==> config.mk <==
export PLATFORM = sky130hd
export DESIGN_NAME = ps2_frame_receiver_fifo
export DESIGN_NICKNAME = d
export VERILOG_FILES = /design/src/sv/ps2rx_pkg.sv /design/src/sv/ps2_frame_receiver_fifo.sv /design/src/sv/ps2rx_front.sv /design/src/sv/ps2rx_queue.sv /design/src/sv/ps2rx_back.sv
export SDC_FILE = /design/constraint.sdc
export NUM_CORES = 1
export LEC_CHECK = 0
export ABC_CLOCK_PERIOD_IN_PS = 8000
export BUFFER_PORTS_ARGS = -buffer_cell sky130_fd_sc_hd__buf_2
export CAP_MARGIN = 20
export CORE_MARGIN = 2
export CORE_UTILIZATION = 30
export DETAILED_ROUTE_END_ITERATION = 7
export PLACE_DENSITY = 0.48
export SETUP_SLACK_MARGIN = 0.5
export SLEW_MARGIN = 25
export SYNTH_ARGS = -nofsm -noshare
export SYNTH_HDL_FRONTEND = slang
export SYNTH_SLANG_ARGS = --single-unit
==> constraint.sdc <==
create_clock -name clk -period 8 [get_ports clk]
set_input_delay 1.2 -clock clk [delete_from_list [all_inputs] [get_ports clk]]
set_output_delay 1.2 -clock clk [all_outputs]
set_load 0.01 [all_outputs]
==> src/sv/ps2rx_pkg.sv <==
package ps2rx_pkg;

  localparam int DATA_BITS = 8;
  localparam int TIMEOUT_W = 16;
  localparam int TIME_W    = 32;
  localparam int EDGE_CNT_W = 4;
  localparam int CFG_ADDR_W = 1;
  localparam int CFG_DATA_W = 16;

  localparam logic CMD_EDGE = 1'b0;
  localparam logic CMD_READ = 1'b1;

  localparam logic [CFG_ADDR_W-1:0] CFG_TIMEOUT = 1'd0;
  localparam logic [CFG_ADDR_W-1:0] CFG_NO_KEY  = 1'd1;

  localparam logic [1:0] OP_EDGE = 2'd0;
  localparam logic [1:0] OP_PUSH = 2'd1;
  localparam logic [1:0] OP_READ = 2'd2;

  localparam logic [TIMEOUT_W-1:0] TIMEOUT_RESET = 16'd20;
  localparam logic [DATA_BITS-1:0] NO_KEY_RESET  = 8'd0;

  typedef struct packed {
    logic [1:0]           op;
    logic [DATA_BITS-1:0] data;
  } word_t;

endpackage

==> src/sv/ps2_frame_receiver_fifo.sv <==
// PS/2 receiver with a receive byte FIFO. Each input word is either a falling
// edge of the clock of PS/2 (cmd 0, with the data sample and a millisecond
// timestamp) or a read request (cmd 1). Every input word yields exactly one
// result word, in order. One word is taken per clock cycle when the result
// side keeps out_ready high: the frame assembler is combinational over its
// registered state, and the byte FIFO does at most one push or one pop per
// word. An accepted word passes the queue register and the result register
// to out_valid. A two-entry queue between the frame assembler and the byte
// FIFO lets each side stall on its own. Write timeout_ms (index 0) and
// no_key_code (index 1) only while no word is in flight.
module ps2_frame_receiver_fifo #(
  parameter int FIFO_DEPTH = 16,
  parameter int FRAME_BITS = 11,
  localparam int CW = $clog2(FIFO_DEPTH + 1)
) (
  input  logic                                 clk,
  input  logic                                 rst_n,
  input  logic                                 cfg_we,
  input  logic [ps2rx_pkg::CFG_ADDR_W-1:0]     cfg_addr,
  input  logic [ps2rx_pkg::CFG_DATA_W-1:0]     cfg_wdata,
  input  logic                                 in_valid,
  output logic                                 in_ready,
  input  logic                                 in_cmd,
  input  logic                                 in_data_bit,
  input  logic [ps2rx_pkg::TIME_W-1:0]         in_time_ms,
  output logic                                 out_valid,
  input  logic                                 out_ready,
  output logic [ps2rx_pkg::DATA_BITS-1:0]      out_read_byte,
  output logic                                 out_read_valid,
  output logic                                 out_byte_pushed,
  output logic                                 out_byte_dropped,
  output logic [CW-1:0]                        out_fifo_count
);

  logic [ps2rx_pkg::TIMEOUT_W-1:0] timeout_r;
  logic [ps2rx_pkg::DATA_BITS-1:0] no_key_r;

  ps2rx_pkg::word_t front_word, back_word;
  logic             back_valid, back_ready;

  always_ff @(posedge clk) begin
    if (!rst_n) begin
      timeout_r <= ps2rx_pkg::TIMEOUT_RESET;
      no_key_r  <= ps2rx_pkg::NO_KEY_RESET;
    end else if (cfg_we) begin
      case (cfg_addr)
        ps2rx_pkg::CFG_TIMEOUT: timeout_r <= cfg_wdata;
        ps2rx_pkg::CFG_NO_KEY:  no_key_r  <= cfg_wdata[ps2rx_pkg::DATA_BITS-1:0];
        default: ;
      endcase
    end
  end

  ps2rx_front #(
    .FRAME_BITS(FRAME_BITS)
  ) u_front (
    .clk        (clk),
    .rst_n      (rst_n),
    .in_valid   (in_valid),
    .in_ready   (in_ready),
    .in_cmd     (in_cmd),
    .in_data_bit(in_data_bit),
    .in_time_ms (in_time_ms),
    .timeout_ms (timeout_r),
    .word       (front_word)
  );

  ps2rx_queue u_queue (
    .clk     (clk),
    .rst_n   (rst_n),
    .wr_valid(in_valid),
    .wr_ready(in_ready),
    .wr_word (front_word),
    .rd_valid(back_valid),
    .rd_ready(back_ready),
    .rd_word (back_word)
  );

  ps2rx_back #(
    .FIFO_DEPTH(FIFO_DEPTH)
  ) u_back (
    .clk             (clk),
    .rst_n           (rst_n),
    .q_valid         (back_valid),
    .q_ready         (back_ready),
    .q_word          (back_word),
    .no_key_code     (no_key_r),
    .out_valid       (out_valid),
    .out_ready       (out_ready),
    .out_read_byte   (out_read_byte),
    .out_read_valid  (out_read_valid),
    .out_byte_pushed (out_byte_pushed),
    .out_byte_dropped(out_byte_dropped),
    .out_fifo_count  (out_fifo_count)
  );

endmodule

==> src/sv/ps2rx_front.sv <==
module ps2rx_front #(
  parameter int FRAME_BITS = 11
) (
  input  logic                                clk,
  input  logic                                rst_n,
  input  logic                                in_valid,
  input  logic                                in_ready,
  input  logic                                in_cmd,
  input  logic                                in_data_bit,
  input  logic [ps2rx_pkg::TIME_W-1:0]        in_time_ms,
  input  logic [ps2rx_pkg::TIMEOUT_W-1:0]     timeout_ms,
  output ps2rx_pkg::word_t                    word
);

  logic [ps2rx_pkg::TIME_W-1:0]     last_time_r, last_time_nxt;
  logic [ps2rx_pkg::DATA_BITS-1:0]  shift_r, shift_nxt;
  logic [ps2rx_pkg::EDGE_CNT_W-1:0] cnt_r, cnt_nxt;

  logic [ps2rx_pkg::TIME_W-1:0]     elapsed;
  logic                             timed_out;
  logic [ps2rx_pkg::EDGE_CNT_W-1:0] cnt_base, cnt_new, cnt_m1;
  logic [ps2rx_pkg::DATA_BITS-1:0]  shift_base, shift_new;
  logic [2:0]                       bit_idx;

  always_comb begin
    elapsed    = in_time_ms - last_time_r;
    timed_out  = elapsed > ps2rx_pkg::TIME_W'(timeout_ms);
    cnt_base   = timed_out ? '0 : cnt_r;
    shift_base = timed_out ? '0 : shift_r;
    cnt_m1     = cnt_base - 4'd1;
    bit_idx    = cnt_m1[2:0];
    shift_new  = shift_base;
    if ((cnt_base >= 4'd1) &&
        (cnt_base <= ps2rx_pkg::EDGE_CNT_W'(ps2rx_pkg::DATA_BITS))) begin
      shift_new[bit_idx] = shift_base[bit_idx] | in_data_bit;
    end
    cnt_new = cnt_base + 4'd1;

    last_time_nxt = last_time_r;
    shift_nxt     = shift_r;
    cnt_nxt       = cnt_r;
    word.op       = ps2rx_pkg::OP_READ;
    word.data     = '0;
    if (in_cmd == ps2rx_pkg::CMD_EDGE) begin
      last_time_nxt = in_time_ms;
      if (cnt_new == ps2rx_pkg::EDGE_CNT_W'(FRAME_BITS)) begin
        word.op   = ps2rx_pkg::OP_PUSH;
        word.data = shift_new;
        shift_nxt = '0;
        cnt_nxt   = '0;
      end else begin
        word.op   = ps2rx_pkg::OP_EDGE;
        shift_nxt = shift_new;
        cnt_nxt   = cnt_new;
      end
    end
  end

  always_ff @(posedge clk) begin
    if (!rst_n) begin
      last_time_r <= '0;
      shift_r     <= '0;
      cnt_r       <= '0;
    end else if (in_valid && in_ready) begin
      last_time_r <= last_time_nxt;
      shift_r     <= shift_nxt;
      cnt_r       <= cnt_nxt;
    end
  end

endmodule

==> src/sv/ps2rx_queue.sv <==
module ps2rx_queue (
  input  logic             clk,
  input  logic             rst_n,
  input  logic             wr_valid,
  output logic             wr_ready,
  input  ps2rx_pkg::word_t wr_word,
  output logic             rd_valid,
  input  logic             rd_ready,
  output ps2rx_pkg::word_t rd_word
);

  ps2rx_pkg::word_t q_r [2];
  logic             wr_ptr_r, rd_ptr_r;
  logic [1:0]       cnt_r, cnt_nxt;
  logic             do_wr, do_rd;

  assign wr_ready = (cnt_r != 2'd2);
  assign rd_valid = (cnt_r != 2'd0);
  assign rd_word  = q_r[rd_ptr_r];
  assign do_wr    = wr_valid && wr_ready;
  assign do_rd    = rd_valid && rd_ready;

  always_comb begin
    cnt_nxt = cnt_r;
    if (do_wr && !do_rd) begin
      cnt_nxt = cnt_r + 2'd1;
    end else if (do_rd && !do_wr) begin
      cnt_nxt = cnt_r - 2'd1;
    end
  end

  always_ff @(posedge clk) begin
    if (!rst_n) begin
      wr_ptr_r <= 1'b0;
      rd_ptr_r <= 1'b0;
      cnt_r    <= '0;
    end else begin
      cnt_r <= cnt_nxt;
      if (do_wr) begin
        wr_ptr_r <= ~wr_ptr_r;
      end
      if (do_rd) begin
        rd_ptr_r <= ~rd_ptr_r;
      end
    end
  end

  always_ff @(posedge clk) begin
    if (do_wr) begin
      q_r[wr_ptr_r] <= wr_word;
    end
  end

endmodule

==> src/sv/ps2rx_back.sv <==
module ps2rx_back #(
  parameter int FIFO_DEPTH = 16,
  localparam int AW = (FIFO_DEPTH > 1) ? $clog2(FIFO_DEPTH) : 1,
  localparam int CW = $clog2(FIFO_DEPTH + 1)
) (
  input  logic                              clk,
  input  logic                              rst_n,
  input  logic                              q_valid,
  output logic                              q_ready,
  input  ps2rx_pkg::word_t                  q_word,
  input  logic [ps2rx_pkg::DATA_BITS-1:0]   no_key_code,
  output logic                              out_valid,
  input  logic                              out_ready,
  output logic [ps2rx_pkg::DATA_BITS-1:0]   out_read_byte,
  output logic                              out_read_valid,
  output logic                              out_byte_pushed,
  output logic                              out_byte_dropped,
  output logic [CW-1:0]                     out_fifo_count
);

  logic [ps2rx_pkg::DATA_BITS-1:0] mem [FIFO_DEPTH];

  logic [AW-1:0] head_r, head_nxt, tail_r, tail_nxt;
  logic [CW-1:0] len_r, len_nxt;
  logic          out_valid_r;
  logic [ps2rx_pkg::DATA_BITS-1:0] byte_r;
  logic          rvalid_r, pushed_r, dropped_r;
  logic [CW-1:0] count_r;

  logic take, empty, full, do_push, do_pop;

  assign q_ready = !out_valid_r || out_ready;
  assign take    = q_valid && q_ready;
  assign empty   = (len_r == '0);
  assign full    = (len_r == CW'(FIFO_DEPTH));
  assign do_push = take && (q_word.op == ps2rx_pkg::OP_PUSH) && !full;
  assign do_pop  = take && (q_word.op == ps2rx_pkg::OP_READ) && !empty;

  always_comb begin
    head_nxt = head_r;
    tail_nxt = tail_r;
    len_nxt  = len_r;
    if (do_push) begin
      head_nxt = (head_r == AW'(FIFO_DEPTH - 1)) ? '0 : head_r + 1'b1;
      len_nxt  = len_r + 1'b1;
    end
    if (do_pop) begin
      tail_nxt = (tail_r == AW'(FIFO_DEPTH - 1)) ? '0 : tail_r + 1'b1;
      len_nxt  = len_r - 1'b1;
    end
  end

  always_ff @(posedge clk) begin
    if (!rst_n) begin
      head_r      <= '0;
      tail_r      <= '0;
      len_r       <= '0;
      out_valid_r <= 1'b0;
    end else begin
      head_r <= head_nxt;
      tail_r <= tail_nxt;
      len_r  <= len_nxt;
      if (take) begin
        out_valid_r <= 1'b1;
      end else if (out_ready) begin
        out_valid_r <= 1'b0;
      end
    end
  end

  always_ff @(posedge clk) begin
    if (do_push) begin
      mem[head_r] <= q_word.data;
    end
  end

  always_ff @(posedge clk) begin
    if (take) begin
      rvalid_r  <= do_pop;
      pushed_r  <= do_push;
      dropped_r <= (q_word.op == ps2rx_pkg::OP_PUSH) && full;
      count_r   <= len_nxt;
      if (q_word.op == ps2rx_pkg::OP_READ) begin
        byte_r <= empty ? no_key_code : mem[tail_r];
      end else begin
        byte_r <= '0;
      end
    end
  end

  assign out_valid        = out_valid_r;
  assign out_read_byte    = byte_r;
  assign out_read_valid   = rvalid_r;
  assign out_byte_pushed  = pushed_r;
  assign out_byte_dropped = dropped_r;
  assign out_fifo_count   = count_r;

endmodule

==> impl_metrics.yaml, run 1 <==
route:
  wl_per_cell_um: 17.6
  dr_total_vias: 9240
  drc_errors: 0
  drtPass1Iterations: 5
  drt_iter0_drc: 681
  via_per_inst: 4.97
  drt_wl_total_um: 32800
  ant_nets: 0
power_and_ir_drop:
  seq_power_share_pct: 44.7
  swShare_pct: 30.5
  clkPwrFrac_pct: 33.6
  p_per_area_nw_per_um2: 250
  peakVddDrop_v: 0.000130
  p_leak_uw: 0.00507
  p_sw_uw: 1130
  p_int_uw: 2570
  power_frac_comb_pct: 21.7
placed_design:
  gp_congestion: 0.845
  dp.cells: 1808
  dpl-instance-area_um2: 13900
  dp_hpwl_um: 23600
  portBuffers: 73
grt:
  grt_pass1_vias: 9024
  grt_max_degree: 43
  grt_use_total_pct: 14.7
  grt-ovfl-total: 0
  grt_pass1_wl_um: 51500
  antenna_found_initial: 0
cells_and_area:
  drive_gt1_share_pct: 15.8
  diodes: 0
  mostFrequentLayoutCell: "nand2_1"
  fillers: 4447
  stdcell_area_um2: 14800
  final_cell_mix: "187 x nand2_1, 164 x edfxtp_1, 120 x a21oi_1, 89 x dfxtp_1, 73 x buf_2"
  final_nets: 1370
  layout-area-overhead-vs-synth_pct: 13.6
  finalNonFillerCells: 1860
sta:
  tightest_slew_ns: 0.997
  tns_ns: 0
  relSlewSlack_pct: 33.3
  fin_crit_ns: 6.94
  finalCritPeriodShare_pct: 86.7
  slew_violations: 0
  finalSetupViolations: 0
  grt_setup_unrepaired: "false"
  max_freq_mhz: 144
  finalClockSkew_ns: 0.0175
  hold_violations: 0
synthesis:
  synth-seq-area-share_pct: 51.9
  synth_ff_type: "edfxtp_1"
  synth-seq-cells: 255
  ys_types: 82
  synth_edf_count: 164
  syn-num-nets: 1316
  synth_cells: 1200
  postSynthAreaPerCell_um2: 10.8
  synthArstFlopShare_pct: 0
  yosys_warnings: 0
  syn-cell-area_um2: 13000
clock_network:
  cts.sinks: 255
  cts_buffers: 29
  cts_hold_buf: 0
  htree_levels: 1
  cts_tree: "yes"
  worstSkewPairLatency_ns: 0.57
  post_cts_resized: 0
  clkTransAtPathRegs_ns: 0.06
  clk_path_buf_depth: 3
  clock-root-buffer: "clkbuf_16"
  post-cts-setup-buffers: 0
worst_hold_path:
  min_path_type: "reg2reg"
  whs_path_depth: 2
  holdPathEnd: "u_front.last_time_r[27]$_SDFFE_PN0P_"
  hold_start: "u_front.last_time_r[27]$_SDFFE_PN0P_"
flow_run:
  cap_viol_max_count: 0
die:
  fp.dieW_um: 212
  ios: 74
  coreArea_um2: 43000
  die_h_um: 212
  die_area_um2: 45000
  initial_utilization_pct: 30.3
  rows: 76
critical_path:
  cp_slowest_cell: "a2111oi_0"
  critPathBufInv: 3
  cpLargestDelayFamily: "simple AND/OR/NAND/NOR gates"
  rr_worst_depth: 26
  path_common_cell: "ha_1"
  start_kind: "input pin"
  cp-end-kind: "register"
  rr_startpoint: "u_front.last_time_r[0]$_SDFFE_PN0P_"
  slowest_delay_ns: 0.42
  r2r_slack_ns: 1.52
  critPathRequiredTime_ns: 8.44
  cp.arrival_ns: 7.38
  path_class: "in2reg"
  timing.rr.end: "u_front.shift_r[0]$_SDFFE_PN0P_"
  critPathMaxFanout: 10
status:
  outcome: "completed"
[flip-flops by register name, indices dropped and copies added (netlist names), 5 cells and up, named ones only]
signal / cells
no_key_r: 8
u_back.out_fifo_count: 5
u_front.last_time_r: 32
u_front.shift_r: 8
u_back.len_r: 5
u_back.mem: 128
u_queue.q_r: 20
u_back.out_read_byte: 8
timeout_r: 16
[worst max-delay path by stage]
stage / depth (start not counted) / start / end / slack [ns]
2_1_floorplan: 30 / in_time_ms[0] / u_front.shift_r[0]$_SDFFE_PN0P_ / 1.27
3_3_place_gp: 28 / in_time_ms[0] / u_front.shift_r[0]$_SDFFE_PN0P_ / 0.54
3_5_place_dp: 28 / in_time_ms[0] / u_front.shift_r[0]$_SDFFE_PN0P_ / 0.38
4_1_cts: 28 / in_time_ms[0] / u_front.shift_r[0]$_SDFFE_PN0P_ / 0.94
5_1_grt: 29 / in_time_ms[0] / u_front.shift_r[0]$_SDFFE_PN0P_ / 0.63
6_report: 28 / in_time_ms[0] / u_front.shift_r[0]$_SDFFE_PN0P_ / 1.06
[worst reg2reg max path: stages (launching register included)]
cell	delay, ns
dfxtp_1	0.31
ha_1	0.20
fa_1	0.40
nand2b_1	0.20
a21oi_2	0.25
o21ai_1	0.12
a21oi_1	0.26
nor2_1	0.09
xnor2_1	0.19
ha_1	0.29
a21oi_1	0.14
a21boi_0	0.10
o31ai_1	0.23
nor4b_2	0.35
o2111ai_1	0.17
a2111oi_0	0.42
and4_1	0.42
nand2_1	0.15
ha_1	0.31
xor2_1	0.36
mux4_2	0.37
mux2i_1	0.13
inv_1	0.07
o21ai_0	0.16
nor4_1	0.11
and3_1	0.24
or3_1	0.33
[metrics by stage]
stage / setup slack (ns) / utilization (%) / hold WS, ns / power [µW]
after floorplan: 1.27 / - / 0.435 / 2220
after global placement: 0.536 / 32.3 / 0.443 / 2480
after detailed placement: 0.378 / 32.3 / 0.448 / 2490
after CTS: 0.942 / 34.4 / 0.455 / 3740
after global routing: 0.635 / 34.4 / 0.469 / 3890
final: 1.06 / 34.4 / 0.453 / 3700
[layout make-up]
type                            instances  area (µm²)  share of cell area (%)
Timing Repair Buffer                   84         448                    3.03
Inverter                               69         259                    1.75
Multi-Input combinational cell        815        5730                    38.7
Clock buffer                           38         759                    5.14
Tap cell                              585         732                    4.95
Sequential cell                       255        6750                    45.7
Clock inverter                         14         108                   0.728
[Yosys cell counts, types with 8 or more instances]
cell type	count	area share [%]
buf_1	9	0.26
mux2_2	8	0.69
mux4_2	42	7.3
nor2b_1	9	0.43
nand2_1	187	5.4
edfxtp_1	164	38
a211oi_1	14	0.81
nor4_1	9	0.43
nor3_1	18	0.69
or3_1	9	0.43
o21ai_0	29	1.1
nand4_1	16	0.77
nand3_1	27	1.0
nand2b_1	15	0.72
clkbuf_1	35	1.0
and2_1	9	0.43
xnor2_1	17	1.1
mux2i_1	13	1.0
dfxtp_1	91	14
xor2_1	17	1.1
nor2_1	73	2.1
inv_1	68	2.0
a21oi_1	120	4.6
ha_1	59	5.7
o211ai_1	10	0.58
a21o_1	15	0.87
[power groups by stage]
stage	sequential (µW)	clock (µW)	combinational, µW
2_1_floorplan	1670	0	550
3_3_place_gp	1680	0	799
3_5_place_dp	1680	0	805
4_1_cts	1660	1280	810
5_1_grt	1660	1320	904
6_report	1650	1240	803
[routing by layer]
metal | part of all wire (%) | vias up | GRT usage, %
met2 | 45 | 235 | 23.7
met1 | 48 | 4473 | 20.5
met4 | 2.1 | 0 | 4.12
met5 | 0 | - | 0
li1 | - | 4487 | -
met3 | 5.2 | 45 | 2.23
[logic make-up after synthesis]
| kind of cell | synth area share, % |
|---|---|
| muxes | 9.08 |
| xor gates and xnor gates | 2.29 |
| and+or+nand+nor | 14.0 |
| DFF | 51.9 |
| buffers and inverters | 4.27 |
| AOI/OAI and AO/OA | 12.7 |
| adders and majority gates | 5.83 |
No activity file was read; power rests on OpenSTA's default activity.
==> inputs of run 2 (changes only) <==
--- a/config.mk
+++ b/config.mk
@@ -8,6 +8,7 @@
 export ABC_CLOCK_PERIOD_IN_PS = 8000
 export BUFFER_PORTS_ARGS = -buffer_cell sky130_fd_sc_hd__buf_2
 export CAP_MARGIN = 20
+export CORE_ASPECT_RATIO = 0.6
 export CORE_MARGIN = 2
 export CORE_UTILIZATION = 30
 export DETAILED_ROUTE_END_ITERATION = 7
==> run 2 against run 1 <==
Cell count fell by 0.38%. Total power about the same. Setup slack worse by 0.027 ns. Register-to-register slack better by 0.04 ns. Sequential cell count unchanged. Core utilization about the same. Combinational power up 6.7%. Die area rose by 0.12%. Sequential share of layout area is essentially flat. Maximum frequency shrank 0.38%. Largest cell class unchanged. Largest power group unchanged.
==> impl_metrics.yaml, run 2 (synthesized netlist as in run 1, its figures left out) <==
die:
  fp.dieW_um: 273
  initial_utilization_pct: 30.2
  die_h_um: 165
  rows: 59
  die_area_um2: 45100
  coreArea_um2: 43000
  ios: 74
grt:
  grt-ovfl-total: 0
  grt_pass1_wl_um: 54500
  grt_max_degree: 73
  grt_pass1_vias: 8807
  antenna_found_initial: 3
  grt_use_total_pct: 15.9
critical_path:
  cp_slowest_cell: "o21ai_0"
  critPathMaxFanout: 5
  start_kind: "input pin"
  slowest_delay_ns: 0.57
  critPathBufInv: 5
  path_class: "in2reg"
  cp-end-kind: "register"
  critPathRequiredTime_ns: 8.45
  cp.arrival_ns: 7.42
  cpLargestDelayFamily: "compound AO/OA/AOI/OAI gates"
flow_run:
  cap_viol_max_count: 0
clock_network:
  cts_hold_buf: 0
  htree_levels: 1
  clk_path_buf_depth: 3
  clock-root-buffer: "clkbuf_16"
  cts.sinks: 255
  cts_buffers: 26
  clkTransAtPathRegs_ns: 0.06
  cts_tree: "yes"
  worstSkewPairLatency_ns: 0.56
  post-cts-setup-buffers: 0
  post_cts_resized: 0
route:
  met1Wirelength_um: 19200
  ant_nets: 0
  top_layer_used: "met4"
  drt_wl_total_um: 35500
  drtPass1Iterations: 5
  met3WireLength_um: 3110
  via_per_inst: 5.06
  wl_per_cell_um: 19.1
  wl_met2_um: 12600
  dr_total_vias: 9371
  drc_errors: 0
  drt_iter0_drc: 793
cells_and_area:
  stdcell_area_um2: 14800
  drive_gt1_share_pct: 16.7
  layout-area-overhead-vs-synth_pct: 13.6
  largest_reg_flops: 128
  final_nets: 1370
  finalNonFillerCells: 1853
  final_cell_mix: "187 x nand2_1, 164 x edfxtp_1, 120 x a21oi_1, 89 x dfxtp_1, 73 x buf_2"
  mostFrequentLayoutCell: "nand2_1"
  reg.largest.list: "u_back.mem x128, u_front.last_time_r x32, u_queue.q_r x20"
  regMostFlops: "u_back.mem"
  fillers: 4371
sta:
  grt_setup_unrepaired: "false"
  hold_violations: 0
  max_freq_mhz: 144
  finalCritPeriodShare_pct: 87.1
  whs_ns: 0.454
  slew_violations: 0
  finalSetupViolations: 0
  tightest_slew_ns: 0.990
  tns_ns: 0
  relSlewSlack_pct: 33.7
  finalClockSkew_ns: 0.00894
  fin_crit_ns: 6.97
power_and_ir_drop:
  peakVddDrop_v: 0.000135
  p_leak_uw: 0.00508
  p_per_area_nw_per_um2: 250
status:
  outcome: "completed"
placed_design:
  gp_congestion: 0.864
  dpl-instance-area_um2: 13900
  dp.cells: 1805
  portBuffers: 73
  dp_hpwl_um: 26000
worst_hold_path:
  min_path_type: "reg2reg"
run 2: cell count changes in the layout (fill, tap and decap cells not counted), sizes merged:
cell	delta
clkinv	+3
clkinvlp	+1
buf	+3
clkbuf	-9
diode	+1
run 2: per-stage QoR:
stage	util (%)	total power (µW)	setup slack, ns
after global placement	32.4	2510	0.636
after CTS	34.3	3730	0.958
after global routing	34.3	3890	0.569
final	34.3	3700	1.03
after detailed placement	32.4	2520	0.394
after floorplan	-	2220	1.27
run 2: worst min-delay path, delay by kind of cell, from the launching register on:
family / cells / cell delay [ns]
simple gates: 1 / 0.05
flops: 1 / 0.31
compound gates: 1 / 0.05
run 2: area by class of cell:
class / count / area (µm²) / share of cell area [%]
antenna: 1 / 2.50 / 0.0169
clock buffer: 29 / 672 / 4.55
clock inverter: 18 / 153 / 1.03
inverter: 69 / 259 / 1.75
multi-input combinational: 815 / 5750 / 38.9
sequential: 255 / 6750 / 45.7
tap: 579 / 724 / 4.90
timing repair buffer: 87 / 470 / 3.18
run 2: path summary, 6_finish.rpt:
path / start / endpoint / slack (ns) / cells past startpoint
setup / recovery: in_time_ms[0] / u_front.shift_r[5]$_SDFFE_PN0P_ / 1.03 / 30
hold / removal: u_front.last_time_r[24]$_SDFFE_PN0P_ / u_front.last_time_r[24]$_SDFFE_PN0P_ / 0.45 / 2
setup reg to reg: u_front.last_time_r[0]$_SDFFE_PN0P_ / u_front.shift_r[5]$_SDFFE_PN0P_ / 1.56 / 28
hold reg to reg: u_front.last_time_r[24]$_SDFFE_PN0P_ / u_front.last_time_r[24]$_SDFFE_PN0P_ / 0.45 / 2
run 2: layer usage:
layer,global-route usage [%],up-vias
met5,0,-
met4,2.57,0
met3,4.53,34
met2,19.9,285
met1,26.1,4549
li1,-,4503
run 2: power by group:
group	leakage (µW)	switching [µW]	internal (µW)	total [µW]
Clock	0.000404	551	646	1200
Sequential	0.00225	55.8	1590	1640
Combinational	0.00242	572	285	857
==> inputs of run 3 (changes only) <==
--- a/config.mk
+++ b/config.mk
@@ -8,10 +8,10 @@
 export ABC_CLOCK_PERIOD_IN_PS = 8000
 export BUFFER_PORTS_ARGS = -buffer_cell sky130_fd_sc_hd__buf_2
 export CAP_MARGIN = 20
-export CORE_ASPECT_RATIO = 0.6
 export CORE_MARGIN = 2
 export CORE_UTILIZATION = 30
 export DETAILED_ROUTE_END_ITERATION = 7
+export GPL_TIMING_DRIVEN = 0
 export PLACE_DENSITY = 0.48
 export SETUP_SLACK_MARGIN = 0.5
 export SLEW_MARGIN = 25
==> run 3 against run 2 <==
Total power increased by 6.7%. Sequential power about the same. Non-clock buffer count increased by 53. Sequential share of layout area decreased by 1.5 points. Critical endpoint is now u_front.shift_r[0]$_SDFFE_PN0P_. First-iteration DRC count decreased by 21%. Register-to-register slack got worse by 0.04 ns. Cell area increased by 3.4%. Combinational power decreased by 2%. Clock skew increased by 0.0035 ns. Largest cell class unchanged. Clock power increased by 23%.
==> impl_metrics.yaml, run 3 (synthesized netlist as in run 1, its figures left out) <==
clock_network:
  clk_path_buf_depth: 3
  htree_levels: 1
  cts.sinks: 255
  cts_buffers: 29
  cts_tree: "yes"
  clock-root-buffer: "clkbuf_16"
  worstSkewPairLatency_ns: 0.56
  clkTransAtPathRegs_ns: 0.06
sta:
  whs_ns: 0.452
  finalClockSkew_ns: 0.0125
  finalWorstSetupSlack_ns: 1.04
  relSlewSlack_pct: 30.1
  max_freq_mhz: 144
  grt_setup_unrepaired: "false"
  fin_crit_ns: 6.96
  hold_violations: 0
  slew_violations: 0
  finalCritPeriodShare_pct: 87.0
  finalSetupViolations: 0
  tightest_slew_ns: 1.02
grt:
  antenna_found_initial: 2
  grt_max_degree: 17
  grt_use_total_pct: 15.0
  grt_pass1_wl_um: 52700
  grt_pass1_vias: 9203
  grt-ovfl-total: 0
critical_path:
  critPathBufInv: 6
  start_kind: "input pin"
  slowest_delay_ns: 0.41
  path_class: "in2reg"
  cp_slowest_cell: "fa_1"
  cp-end-kind: "register"
  critPathMaxFanout: 10
  critPathRequiredTime_ns: 8.44
  cp.arrival_ns: 7.40
  cpLargestDelayFamily: "compound AO/OA/AOI/OAI gates"
die:
  die_area_um2: 45000
  fp.dieW_um: 212
  rows: 76
  ios: 74
  initial_utilization_pct: 30.3
  coreArea_um2: 43000
  die_h_um: 212
placed_design:
  portBuffers: 73
  pre_cts_ws_ns: -0.193
  gp_congestion: 0.828
  dpl-instance-area_um2: 14200
  dp_hpwl_um: 25100
power_and_ir_drop:
  clkPwrFrac_pct: 37.3
  p_leak_uw: 0.00531
  seq_power_share_pct: 41.4
  peakVddDrop_v: 0.000222
  power_frac_comb_pct: 21.3
  p_int_uw: 2790
  p_per_area_nw_per_um2: 258
  swShare_pct: 29.3
  finalPower_uw: 3950
  p_sw_uw: 1160
cells_and_area:
  final_nets: 1426
  largest_reg_flops: 128
  fillers: 4364
  multi_input_area_um2: 5770
  layout-area-overhead-vs-synth_pct: 17.5
  mostFrequentLayoutCell: "nand2_1"
  drive_gt1_share_pct: 17.8
  stdcell_area_um2: 15300
  diodes: 0
  seq_area_um2: 6750
  reg.largest.list: "u_back.mem x128, u_front.last_time_r x32, u_queue.q_r x20"
  regMostFlops: "u_back.mem"
  final_cell_mix: "187 x nand2_1, 164 x edfxtp_1, 119 x a21oi_1, 91 x dfxtp_1, 79 x buf_2"
status:
  outcome: "completed"
route:
  dr_total_vias: 9377
  drt_iter0_drc: 623
  wl_per_cell_um: 17.4
  ant_nets: 0
  drt_wl_total_um: 33400
  drtPass1Iterations: 5
  via_per_inst: 4.89
  drc_errors: 0
worst_hold_path:
  min_path_type: "reg2reg"
flow_run:
  cap_viol_max_count: 0
==> run 3: path summary, 6_finish.rpt <==
kind	start	endpoint	slack, ns	cells after the start
worst min register to register	u_front.last_time_r[27]$_SDFFE_PN0P_	u_front.last_time_r[27]$_SDFFE_PN0P_	0.45	2
worst max-delay path	in_time_ms[0]	u_front.shift_r[0]$_SDFFE_PN0P_	1.04	31
worst min-delay path	u_front.last_time_r[27]$_SDFFE_PN0P_	u_front.last_time_r[27]$_SDFFE_PN0P_	0.45	2
worst max register to register	u_front.last_time_r[2]$_SDFFE_PN0P_	u_front.shift_r[0]$_SDFFE_PN0P_	1.52	28
==> run 3: worst register-to-register path, delay by kind of cell, from the launching register on <==
| kind | cells | cell delay [ns] |
|---|---|---|
| compound gates | 8 | 2.35 |
| simple gates | 8 | 1.44 |
| fa+ha+maj | 3 | 0.80 |
| buf+inv | 5 | 0.63 |
| mux | 2 | 0.48 |
| xor+xnor | 2 | 0.34 |
| flops | 1 | 0.33 |
==> run 3: final cells by class <==
class | instances | area share, %
sequential | 255 | 44.1
multi-input combinational | 815 | 37.8
clock buffer | 31 | 4.86
tap | 585 | 4.79
timing repair buffer | 79 | 2.69
clock inverter | 23 | 2.08
buffer | 61 | 1.97
inverter | 69 | 1.69
==> run 3: power groups by stage <==
stage	clock network (µW)	logic (µW)	registers (µW)
detailed placement	0	835	1670
global placement	0	825	1670
global route	1560	946	1650
CTS	1510	841	1640
floorplan	0	550	1670
finish	1470	839	1640
==> run 3: what timing repair did <==
action,in CTS,in global routing
buffers inserted,0,1
resized for setup,1,7
hold endpoints to repair,0,0
pin swaps,0,1
hold buffers,0,0
setup endpoints to repair,11,29
==> run 3: routing by layer <==
metal | vias up | share of wire (%) | wire [µm] | global-route usage (%)
li1 | 4619 | - | - | -
met1 | 4537 | 49 | 16300 | 21.6
met3 | 44 | 4.4 | 1460 | 1.77
met5 | - | 0.021 | 7 | 0
met2 | 175 | 45 | 15000 | 24.1
met4 | 2 | 2.0 | 653 | 3.79
==> run 3: per-stage QoR <==
step / util (%) / std cells / setup TNS (ns)
2_1_floorplan: - / 1200 / 0
3_3_place_gp: 32.8 / 1858 / -1.33
3_5_place_dp: 32.9 / 1862 / -1.67
4_1_cts: 35.4 / 1916 / 0
5_1_grt: 35.6 / 1918 / 0
6_report: 35.6 / 1918 / 0
